`src/design/ued_pkg.sv`:
```
// Package for the Unicode escape decoder: transaction payload types and
// the byte codes and escape lengths shared by the decoder core.
// No dependencies.
`timescale 1ns / 1ps
`default_nettype none

package ued_pkg;

  localparam int HOLD_CAP  = 10;
  localparam int CNT_W     = $clog2(HOLD_CAP + 1);
  localparam int SHORT_LEN = 6;
  localparam int LONG_LEN  = 10;
  localparam int CODE_W    = 32;

  localparam logic [7:0] BSLASH  = 8'h5C;
  localparam logic [7:0] LOWER_U = 8'h75;
  localparam logic [7:0] UPPER_U = 8'h55;

  typedef struct packed {
    logic [7:0] char_in;
    logic       end_of_text;
  } in_t;

  typedef struct packed {
    logic [CODE_W-1:0] code_out;
    logic              final_code;
  } out_t;

endpackage

`default_nettype wire

```
`src/design/unicode_escape_decoder_core.sv`:
```
// Unicode escape decoder core: hold buffer, escape recognition, hex digit
// decoding and the result register. Depends on ued_pkg.
`timescale 1ns / 1ps
`default_nettype none

// The block takes one text byte per cycle and gives one character code per
// cycle through a registered output while neither side stalls. A backslash
// that may open an escape is held in a ten-byte buffer until the escape is
// complete, so a byte can be taken in every cycle while the buffer has room
// or a code leaves. After the last byte of a string has been taken, input
// is paused until every held byte has been flushed; an unfinished escape
// is then emitted byte by byte through the single-result output register,
// which sets the drain rate. No clearing pass is needed after reset.
module unicode_escape_decoder_core
  import ued_pkg::*;
#(
  parameter int CHAR_BITS = 32
) (
  input  wire  logic clk,
  input  wire  logic rst_n,
  input  wire  logic in_valid,
  output logic       in_ready,
  input  wire  in_t  in_data,
  output logic       out_valid,
  input  wire  logic out_ready,
  output out_t       out_data
);

  localparam logic [63:0]       MaskWide = (64'd1 << CHAR_BITS) - 64'd1;
  localparam logic [CODE_W-1:0] CodeMask = MaskWide[CODE_W-1:0];

  typedef enum logic [1:0] {
    ACT_WAIT,
    ACT_LIT,
    ACT_DEC_SHORT,
    ACT_DEC_LONG
  } act_t;

  logic [7:0]       buf_r   [HOLD_CAP];
  logic [7:0]       buf_nxt [HOLD_CAP];
  logic [7:0]       sh      [HOLD_CAP];
  logic [CNT_W-1:0] cnt_r, cnt_nxt;
  logic             par_r, par_nxt;
  logic             endp_r, endp_nxt;
  logic             out_valid_r, out_valid_nxt;
  out_t             out_data_r, out_data_nxt;

  act_t              act;
  logic              fire;
  logic              accept;
  logic              last;
  logic [CNT_W-1:0]  cons;
  logic [CNT_W-1:0]  wpos;
  logic [3:0]        ndig;
  logic [CODE_W-1:0] acc;
  logic [4:0]        hv;
  logic              stop;
  logic              inv;
  logic              dpar;
  logic              par_after;
  logic [CODE_W-1:0] code;

  function automatic logic [4:0] hex_val(input logic [7:0] b);
    logic [4:0] v;
    v = 5'd16;
    if (b inside {[8'h30:8'h39]}) v = 5'(b - 8'h30);
    else if (b inside {[8'h41:8'h46]}) v = 5'(b - 8'h41 + 8'd10);
    else if (b inside {[8'h61:8'h66]}) v = 5'(b - 8'h61 + 8'd10);
    return v;
  endfunction

  always_comb begin
    act = ACT_WAIT;
    if (cnt_r != '0) begin
      if (buf_r[0] != BSLASH) begin
        act = ACT_LIT;
      end else if (cnt_r < CNT_W'(2)) begin
        act = endp_r ? ACT_LIT : ACT_WAIT;
      end else if (buf_r[1] == LOWER_U && !par_r) begin
        if (cnt_r >= CNT_W'(SHORT_LEN)) act = ACT_DEC_SHORT;
        else act = endp_r ? ACT_LIT : ACT_WAIT;
      end else if (buf_r[1] == UPPER_U) begin
        if (cnt_r >= CNT_W'(LONG_LEN)) act = ACT_DEC_LONG;
        else act = endp_r ? ACT_LIT : ACT_WAIT;
      end else begin
        act = ACT_LIT;
      end
    end
  end

  always_comb begin
    ndig = (act == ACT_DEC_LONG) ? 4'(LONG_LEN - 2) : 4'(SHORT_LEN - 2);
    acc  = '0;
    hv   = '0;
    stop = 1'b0;
    inv  = 1'b0;
    dpar = 1'b0;
    for (int i = 0; i < LONG_LEN - 2; i++) begin
      if (4'(i) < ndig) begin
        dpar = (buf_r[2+i] == BSLASH) ? ~dpar : 1'b0;
        if (!stop) begin
          hv = hex_val(buf_r[2+i]);
          if (buf_r[2+i] == 8'h00) begin
            stop = 1'b1;
          end else if (hv > 5'd15) begin
            inv  = 1'b1;
            stop = 1'b1;
          end else begin
            acc = {acc[CODE_W-5:0], hv[3:0]};
          end
        end
      end
    end
  end

  always_comb begin
    fire = (act != ACT_WAIT) && (!out_valid_r || out_ready);
    case (act)
      ACT_LIT: begin
        cons      = CNT_W'(1);
        code      = {{(CODE_W-8){1'b0}}, buf_r[0]};
        par_after = (buf_r[0] == BSLASH) ? ~par_r : 1'b0;
      end
      ACT_DEC_SHORT: begin
        cons      = CNT_W'(SHORT_LEN);
        code      = inv ? '1 : acc;
        par_after = dpar;
      end
      ACT_DEC_LONG: begin
        cons      = CNT_W'(LONG_LEN);
        code      = inv ? '1 : acc;
        par_after = dpar;
      end
      default: begin
        cons      = '0;
        code      = '0;
        par_after = par_r;
      end
    endcase
    if (!fire) cons = '0;
    last = endp_r && (cnt_r == cons);

    in_ready = !endp_r && ((cnt_r < CNT_W'(HOLD_CAP)) || fire);
    accept   = in_valid && in_ready;
    wpos     = cnt_r - cons;

    for (int i = 0; i < HOLD_CAP; i++) sh[i] = buf_r[i];
    if (cons == CNT_W'(1)) begin
      for (int i = 0; i < HOLD_CAP - 1; i++) sh[i] = buf_r[i+1];
    end else if (cons == CNT_W'(SHORT_LEN)) begin
      for (int i = 0; i < HOLD_CAP - SHORT_LEN; i++) sh[i] = buf_r[i+SHORT_LEN];
    end
    for (int i = 0; i < HOLD_CAP; i++) begin
      buf_nxt[i] = (accept && wpos == CNT_W'(i)) ? in_data.char_in : sh[i];
    end

    cnt_nxt = cnt_r - cons + CNT_W'(accept);

    par_nxt  = par_r;
    endp_nxt = endp_r;
    if (fire) par_nxt = last ? 1'b0 : par_after;
    if (fire && last) endp_nxt = 1'b0;
    else if (accept && in_data.end_of_text) endp_nxt = 1'b1;

    out_valid_nxt = out_valid_r;
    out_data_nxt  = out_data_r;
    if (fire) begin
      out_valid_nxt           = 1'b1;
      out_data_nxt.code_out   = code & CodeMask;
      out_data_nxt.final_code = last;
    end else if (out_ready) begin
      out_valid_nxt = 1'b0;
    end
  end

  always_ff @(posedge clk) begin
    if (!rst_n) begin
      cnt_r       <= '0;
      par_r       <= 1'b0;
      endp_r      <= 1'b0;
      out_valid_r <= 1'b0;
    end else begin
      cnt_r       <= cnt_nxt;
      par_r       <= par_nxt;
      endp_r      <= endp_nxt;
      out_valid_r <= out_valid_nxt;
    end
  end

  always_ff @(posedge clk) begin
    buf_r      <= buf_nxt;
    out_data_r <= out_data_nxt;
  end

  assign out_valid = out_valid_r;
  assign out_data  = out_data_r;

  a_cnt_bound: assert property (@(posedge clk) disable iff (!rst_n)
    cnt_r <= CNT_W'(HOLD_CAP))
    else $error("hold buffer count exceeds capacity");

  a_end_nonempty: assert property (@(posedge clk) disable iff (!rst_n)
    endp_r |-> cnt_r != '0)
    else $error("end of string pending with an empty hold buffer");

  a_flush_clear: assert property (@(posedge clk) disable iff (!rst_n)
    fire && last |=> cnt_r == '0 && !par_r && !endp_r)
    else $error("state not cleared after the final code of a string");

  a_end_seen: assert property (@(posedge clk) disable iff (!rst_n)
    in_valid && in_ready && in_data.end_of_text |=> endp_r)
    else $error("final byte transaction did not start a flush");

endmodule

`default_nettype wire
```
`config.mk`:
```
export PLATFORM = sky130hd
export DESIGN_NAME = unicode_escape_decoder_core
export DESIGN_NICKNAME = d
export VERILOG_FILES = /design/src/design/ued_pkg.sv /design/src/design/unicode_escape_decoder_core.sv
export SDC_FILE = /design/constraint.sdc
export NUM_CORES = 1
export LEC_CHECK = 0
export BUFFER_PORTS_ARGS = -buffer_cell sky130_fd_sc_hd__buf_4
export CORE_MARGIN = 2
export CORE_UTILIZATION = 40
export DETAILED_ROUTE_END_ITERATION = 6
export HOLD_SLACK_MARGIN = 0.08
export RECOVER_POWER = 50
export SYNTH_ARGS = -nofsm -noshare
export SYNTH_HDL_FRONTEND = slang
export SYNTH_SLANG_ARGS = --single-unit
```
`constraint.sdc`:
```
create_clock -name clk -period 5.7 [get_ports clk]
set_input_delay 0.855 -clock clk [delete_from_list [all_inputs] [get_ports clk]]
set_output_delay 0.855 -clock clk [all_outputs]
set_load 0.1 [all_outputs]
```
==> results of run 1 <==
-- stage by stage --
stage / utilization (%) / cell area, um^2
CTS: 45.5 / 10600
global placement: 43.1 / 10100
global route: 44.5 / 10400
finish: 44.5 / 10400
detailed placement: 43.1 / 10100
floorplan: - / 9430
-- placed cells by master (no fill, tap or decap), types with 10 or more instances in the layout --
cell type / n
buf_4: 13
edfxtp_1: 113
a211oi_1: 14
clkbuf_16: 17
clkbuf_1: 47
xnor2_1: 13
nand2b_1: 13
and3_1: 10
inv_1: 29
mux2i_1: 32
nand2_1: 88
nand4_1: 10
ha_1: 36
o21ai_0: 70
a31oi_1: 10
nor3_1: 15
nor2_1: 74
mux2_2: 59
nand3_1: 28
a21oi_1: 50
-- power groups by stage --
| stage | Clock [uW] | Combinational [uW] | Sequential, uW |
|---|---|---|---|
| 6_report | 1030 | 3600 | 2160 |
| 5_1_grt | 1070 | 3850 | 2220 |
| 4_1_cts | 1030 | 3700 | 2150 |
| 3_5_place_dp | 0 | 3680 | 2160 |
| 3_3_place_gp | 0 | 3670 | 2150 |
| 2_1_floorplan | 0 | 2180 | 2670 |
-- sequential cells by signal, summed over array words and instances, names as in the netlist --
signal and cells:
out_valid 1, endp_r 1, par_r 1, buf_r 80
cnt_r 4, out_data 33
-- worst register-to-register path, stage by stage (launching register included) --
cell and delay [ns]:
dfxtp_1 0.49, a21oi_1 0.16, and4_1 0.25, o31ai_1 0.42, a21oi_1 0.21, and2_0 0.26, ha_1 0.23, fa_1 0.71
nand2_1 0.21, nor4_2 0.97, nand2b_1 0.46
-- area by class of cell --
class	instances	area [um^2]	share of cell area [%]
clock buffer	17	425	4.10
clock inverter	15	118	1.13
inverter	30	113	1.08
multi-input combinational	754	5520	53.2
sequential	120	3530	34.0
tap	319	399	3.85
timing repair buffer	60	274	2.64
-- routing by layer --
| layer | GRT usage, % | vias up |
|---|---|---|
| li1 | - | 3715 |
| met1 | 35.8 | 3850 |
| met2 | 37.8 | 492 |
| met3 | 4.57 | 91 |
| met4 | 8.48 | 0 |
| met5 | 0 | - |
-- worst paths after layout --
kind / from / end / slack (ns)
hold reg to reg: buf_r[79] / out_data[8] / 0.58
setup reg to reg: cnt_r[1] / buf_r[70] / 0.97
setup / recovery: cnt_r[1] / buf_r[70] / 0.97
hold / removal: buf_r[79] / out_data[8] / 0.58
-- kinds of logic after synthesis --
| logic type | Yosys count | synth area share [%] |
|---|---|---|
| simple gates | 330 | 20.2 |
| compound gates | 266 | 19.5 |
| buf+inv | 77 | 3.50 |
| fa+ha+maj | 37 | 4.99 |
| xor+xnor | 17 | 1.98 |
| mux | 104 | 12.3 |
| flops | 120 | 37.5 |
==> impl_metrics.toml, run 1 <==
[hold_path]
min_path_cells = 1
holdCritPathClass = "reg -> reg"

[finish]
drive_above_1_share_pct = 16.1
diodes = 0
area_growth_pct = 10.1
n_fill_cell = 2281
final_nets = 1033
final_cells = 1315

[synth]
avgSynthCellArea_um2 = 9.91
ys.warnings.count = 0
yosys.cell_types.count = 108
ys_async_sr_fraction_pct = 0
yosys-top-cells-count = "113 x edfxtp_1, 88 x nand2_1, 74 x nor2_1"
synth_edf_count = 113
netlist.area_leader.share_pct = 36.0
syn_area_mm2 = 0.00943
synth_seq_cells = 120
ys_seq_area_share_pct = 37.5
synth_nets = 1001
yosys-top-cells-area = "edfxtp_1 36%, mux2_2 7.0%, ha_1 4.8%"
synthFlopType = "edfxtp_1"
yosysMostFrequentCell = "edfxtp_1"
synth_area_leader_cell = "edfxtp_1"
synth_cells = 951

[worst_setup_path]
critPathKind = "reg -> reg"
worstSetupPathDepth = 10
critical-path-top-delay-family = "simple AND/OR/NAND/NOR gates"
endpoint_kind = "register"
cp_common_cell = "a21oi_1"
cp.arrival_ns = 4.80
critical_path_required_ns = 5.78
reg2reg_depth = 10
crit_fanout = 17
start_kind = "register"
path_buf_inv = 0
worstPathCellList = "a21oi_1 -> and4_1 -> o31ai_1 -> a21oi_1 -> and2_0 -> ha_1 -> fa_1 -> nand2_1 -> nor4_2 -> nand2b_1"
crit_path_top_delay_cell = "nor4_2"
cpPeakStageDelay_ns = 0.97

[power_and_ir_drop]
p_per_area_mw_per_mm2 = 654
p_comb_share_pct = 53.0
p_switching_uw = 3500
swShare_pct = 51.6
pwr-share-clk_pct = 15.1
leakage_uw = 0.00368
power_uw = 6790
pwr-share-seq_pct = 31.8
vdd_drop_max_mv = 0.269
p_int_uw = 3290

[clock_tree]
cts_sinks = 120
post_cts_resized = 0
hold_buffers = 0
clkSlewWorstSetupHoldPaths_ns = 0.06
root_buffer = "clkbuf_16"
postCtsSetupBuffers = 0
numCtsBuffers = 17
htreeDepth = 4
cts_max_path_buffers = 2
clk_latency_ns = 0.43
cts_tree = "built"

[grt]
grt_pass1_wl_um = 46400
overflow = 0
grt_pass1_vias = 7587
grt_use_total_pct = 25.0
grt_max_degree = 42
grt_antenna_before_repair = 0

[drt]
met1_length_um = 13300
ant_nets = 0
met3WireLength_um = 2700
drc_errors = 0
post_drt_wl_per_cell_um = 23.2
vias_per_cell = 6.20
wirelength_um = 30500
drt-initial-drc-count = 1045
routed-wl-met2_um = 13500
topRoutingLayerUsed = "met4"
dr_total_vias = 8148
first_pass_iters = 5

[timing]
fin_crit_sh_pct = 82.9
hold_ws_ns = 0.580
hold_viol = 0
fin_crit_ns = 4.73
finalSetupTns_ns = 0
clock.fmax_mhz = 212
setup_violations = 0
rsz0062_at_grt = "false"
worst_pin_slew_ns = 1.44
setup_ws_ns = 0.973
max-slew-margin-rel_pct = 3.49
slew_violations = 0
skew_ns = 0.0191

[place]
portBuffers = 47
hpwlAfterDp_um = 22300
gp_congestion = 0.981
preCtsSetupSlack_ns = 1.45
dp.cells = 1283

[floorplan]
start_util_pct = 40.4
coreArea_mm2 = 0.0233
die_y_um = 158
ios = 48
die_x_um = 158
num_rows = 56
fp.dieArea_mm2 = 0.0248

[status]
status = "completed"

[run]
maxCapViolCount = 0
Power figures use the tool's default switching activity.
==> run 2: changes to the inputs <==
- clock period: 5.7 -> 3.94 ns (I/O delays scaled with it)
==> impl_metrics.toml, run 2 (synthesis results as in run 1) <==
[status]
status = "completed"

[finish]
diodes = 0
final_nets = 1087
drive_above_1_share_pct = 21.6
layout_common_cells = "113 x edfxtp_1, 88 x nand2_1, 74 x nor2_1"
fin_util_pct = 46.7
final_common_cell = "edfxtp_1"
regMostFlops = "buf_r"
area_growth_pct = 15.5
largest_reg_flops = 80

[drt]
vias_per_cell = 6.05
topRoutingLayerUsed = "met4"
dr_total_vias = 8285
met1_length_um = 14000
routed-wl-met2_um = 13900
ant_nets = 0
wirelength_um = 31300
first_pass_iters = 5
met3WireLength_um = 2100
drt-initial-drc-count = 869
drc_errors = 0
post_drt_wl_per_cell_um = 22.9

[place]
portBuffers = 47
gp_congestion = 0.964
hpwlAfterDp_um = 23500

[clock_tree]
postCtsSetupBuffers = 0
htreeDepth = 4
cts_sinks = 120
clkSlewWorstSetupHoldPaths_ns = 0.07
cts_tree = "built"
hold_buffers = 0
post_cts_resized = 0
numCtsBuffers = 17
cts_max_path_buffers = 2
root_buffer = "clkbuf_16"
clk_latency_ns = 0.44

[worst_setup_path]
critPathKind = "reg -> reg"
endpoint_kind = "register"
crit_fanout = 9
start_kind = "register"
cp.arrival_ns = 4.05
critical_path_required_ns = 4.17

[floorplan]
coreArea_mm2 = 0.0233
die_y_um = 158
fp.dieArea_mm2 = 0.0248
num_rows = 56
die_x_um = 158
start_util_pct = 40.4
ios = 48

[timing]
setup_violations = 0
rsz0062_at_grt = "false"
skew_ns = 0.0106
hold_viol = 0
clock.fmax_mhz = 262
fin_crit_sh_pct = 97.0
finalSetupTns_ns = 0
max-slew-margin-rel_pct = 20.5
slew_violations = 0
fin_crit_ns = 3.82
worst_pin_slew_ns = 1.20

[grt]
grt_pass1_vias = 7684
grt_use_total_pct = 25.6
overflow = 0
grt_max_degree = 42
grt_antenna_before_repair = 0
grt_pass1_wl_um = 47200

[power_and_ir_drop]
leakage_uw = 0.00401
p_per_area_mw_per_mm2 = 944
vdd_drop_max_mv = 0.442
power_uw = 10300

[run]
maxCapViolCount = 0

[hold_path]
holdCritPathClass = "in -> reg"
[run 2: changes by cell type in the layout (fill, tap and decap cells not counted), moves of 2 or more]
| cell | before | now |
|---|---|---|
| o21ai_0 | 70 | 68 |
| clkinv_8 | 0 | 2 |
| a21oi_2 | 1 | 3 |
| clkinv_1 | 2 | 0 |
| nand2b_1 | 13 | 11 |
| o21ai_1 | 8 | 10 |
| inv_8 | 2 | 5 |
| a21oi_1 | 50 | 48 |
| bufinv_16 | 0 | 2 |
| nand2b_2 | 0 | 2 |
| clkinvlp_4 | 4 | 0 |
| buf_4 | 13 | 64 |
| clkbuf_2 | 0 | 4 |
[run 2: routing by layer]
metal | up-vias | global-route usage [%]
li1 | 3829 | -
met1 | 3949 | 35.4
met2 | 414 | 39.5
met3 | 93 | 3.66
met4 | 0 | 11.7
met5 | - | 0
[run 2: worst paths after layout]
| kind | startpoint | end | slack, ns | cells after the start |
|---|---|---|---|---|
| max | buf_r[20] | out_data[10] | 0.12 | 8 |
| min | rst_n | cnt_r[1] | 0.39 | 2 |
| max reg2reg | buf_r[20] | out_data[10] | 0.12 | 8 |
| min reg2reg | buf_r[79] | out_data[8] | 0.58 | 1 |
[run 2: area by class of cell]
class / count / area (um^2)
clock inverters: 15 / 201
clock buffers: 17 / 425
fillers: 2261 / 12400
inverters: 30 / 113
flip-flops and latches: 120 / 3530
repair buffers: 114 / 673
well taps: 319 / 399
multi-input cells: 754 / 5550
[run 2: through the flow]
stage	setup slack (ns)	hold WS (ns)	cell area (um^2)	cells
after CTS	0.116	0.377	11200	1369
after detailed placement	0.143	0.566	10500	1337
after floorplan	0.0170	0.508	9510	951
after global placement	0.214	0.559	10500	1337
after global routing	0.0139	0.387	10900	1369
final	0.117	0.392	10900	1369
[run 2: worst max-delay path, stage by stage (launching register included)]
cell	delay, ns
edfxtp_1	0.51
or4b_2	0.69
a21oi_2	0.23
a21oi_1	0.24
nor3_2	0.65
and3_1	0.38
and2_0	0.44
a22oi_1	0.16
a31oi_1	0.32
[run 2: power by group]
part           switching [uW]  internal (uW)
clock network             714            974
registers                 705           2340
logic                    3740           1810
total                    5160           5120
==> run 3: changes to the inputs <==
==> constraint.sdc (replaced) <==
create_clock -name clk -period 3.94 [get_ports clk]
set_input_delay 0.591 -clock clk [delete_from_list [all_inputs] [get_ports clk]]
set_output_delay 0.591 -clock clk [all_outputs]
set_load 0.05 [all_outputs]
==> impl_metrics.toml, run 3 (synthesis results as in run 1) <==
[grt]
grt_pass1_vias = 7844
grt_max_degree = 42
grt_antenna_before_repair = 0
grt_use_total_pct = 25.8
grt_pass1_wl_um = 47700
overflow = 0

[clock_tree]
clkSlewWorstSetupHoldPaths_ns = 0.07
hold_buffers = 0
numCtsBuffers = 17
cts_tree = "built"
postCtsSetupBuffers = 0
clk_latency_ns = 0.43
htreeDepth = 4
root_buffer = "clkbuf_16"
post_cts_resized = 0
cts_sinks = 120
cts_max_path_buffers = 2

[finish]
diodes = 0
area_growth_pct = 15.6
largest_reg_flops = 80
final_cells = 1372
layout_common_cells = "113 x edfxtp_1, 88 x nand2_1, 75 x nor2_1"
drive_above_1_share_pct = 21.9
fin_util_pct = 46.7
final_nets = 1090
final_common_cell = "edfxtp_1"
regMostFlops = "buf_r"

[drt]
drc_errors = 0
first_pass_iters = 5
post_drt_wl_per_cell_um = 22.7
dr_total_vias = 8340
drt-initial-drc-count = 940
ant_nets = 0
vias_per_cell = 6.08
wirelength_um = 31200

[timing]
slew_violations = 0
fin_crit_sh_pct = 96.0
rsz0062_at_grt = "false"
skew_ns = 0.0116
setup_ws_ns = 0.157
finalSetupTns_ns = 0
hold_ws_ns = 0.407
hold_viol = 0
setup_violations = 0
max-slew-margin-rel_pct = 43.8
clock.fmax_mhz = 264
worst_pin_slew_ns = 0.839
fin_crit_ns = 3.78

[run]
maxCapViolCount = 0

[power_and_ir_drop]
vdd_drop_max_mv = 0.431
p_per_area_mw_per_mm2 = 881
leakage_uw = 0.00402

[floorplan]
start_util_pct = 40.4
ios = 48
coreArea_mm2 = 0.0233
fp.dieArea_mm2 = 0.0248
num_rows = 56
die_y_um = 158
die_x_um = 158

[hold_path]
holdCritPathClass = "in -> reg"

[worst_setup_path]
critical_path_required_ns = 4.13
endpoint_kind = "register"
start_kind = "register"
critPathKind = "reg -> reg"
cp.arrival_ns = 3.97
crit_fanout = 12

[status]
status = "completed"

[place]
dp.cells = 1340
hpwlAfterDp_um = 23400
preCtsSetupSlack_ns = 0.0608
gp_congestion = 0.979
portBuffers = 47
-- run 3: cell count changes in the layout (fill, tap and decap cells not counted), moves of 2 or more --
cell,previous run,this run
buf_4,64,67
clkinv_8,2,0
inv_6,5,7
nor4_1,9,7
nor4_2,1,3
o21ai_0,68,71
o21ai_1,10,7
-- run 3: cell type report --
type	count	area (um^2)
Fill cell	2278	12400
Multi-Input combinational cell	754	5580
Sequential cell	120	3530
Timing Repair Buffer	117	694
Clock buffer	17	425
Tap cell	319	399
Clock inverter	15	153
Inverter	30	113
-- run 3: path summary, 6_finish.rpt --
path,slack [ns],start,depth (start not counted),to
min reg2reg,0.59,buf_r[78],2,out_data[7]
max reg2reg,0.16,buf_r[56],11,out_data[9]
min,0.41,rst_n,2,cnt_r[0]
max,0.16,buf_r[56],11,out_data[9]
-- run 3: critical path: stages, from the launching register on --
cell	delay (ns)
edfxtp_1	0.55
inv_1	0.14
ha_1	0.24
nor3b_1	0.16
or4b_4	0.52
nand2_2	0.20
nand4_4	0.30
nor2_1	0.45
o211ai_1	0.29
a22oi_1	0.25
o311ai_1	0.19
o21a_1	0.24
-- run 3: stage by stage --
step	power, uW	instance area [um^2]
after detailed placement	8170	10500
after CTS	9760	11100
after global placement	8130	10500
after floorplan	6520	9500
final	9600	10900
after global routing	10100	10900
-- run 3: power breakdown --
part / switching, uW / total (uW) / internal, uW / leakage (uW)
Sequential: 687 / 3030 / 2340 / 0.00121
Combinational: 3180 / 4990 / 1820 / 0.00253
Clock: 679 / 1570 / 894 / 0.000285
Total: 4540 / 9590 / 5050 / 0.00402
-- run 3: metal layers --
metal | GRT usage [%] | up-vias | part of all wire, % | wire length, um
met5 | 0 | - | 0 | 0
met4 | 11.1 | 0 | 4.0 | 1260
met3 | 3.41 | 85 | 6.8 | 2120
met2 | 39.8 | 379 | 45 | 14000
met1 | 36.2 | 4045 | 44 | 13800
li1 | - | 3831 | - | -
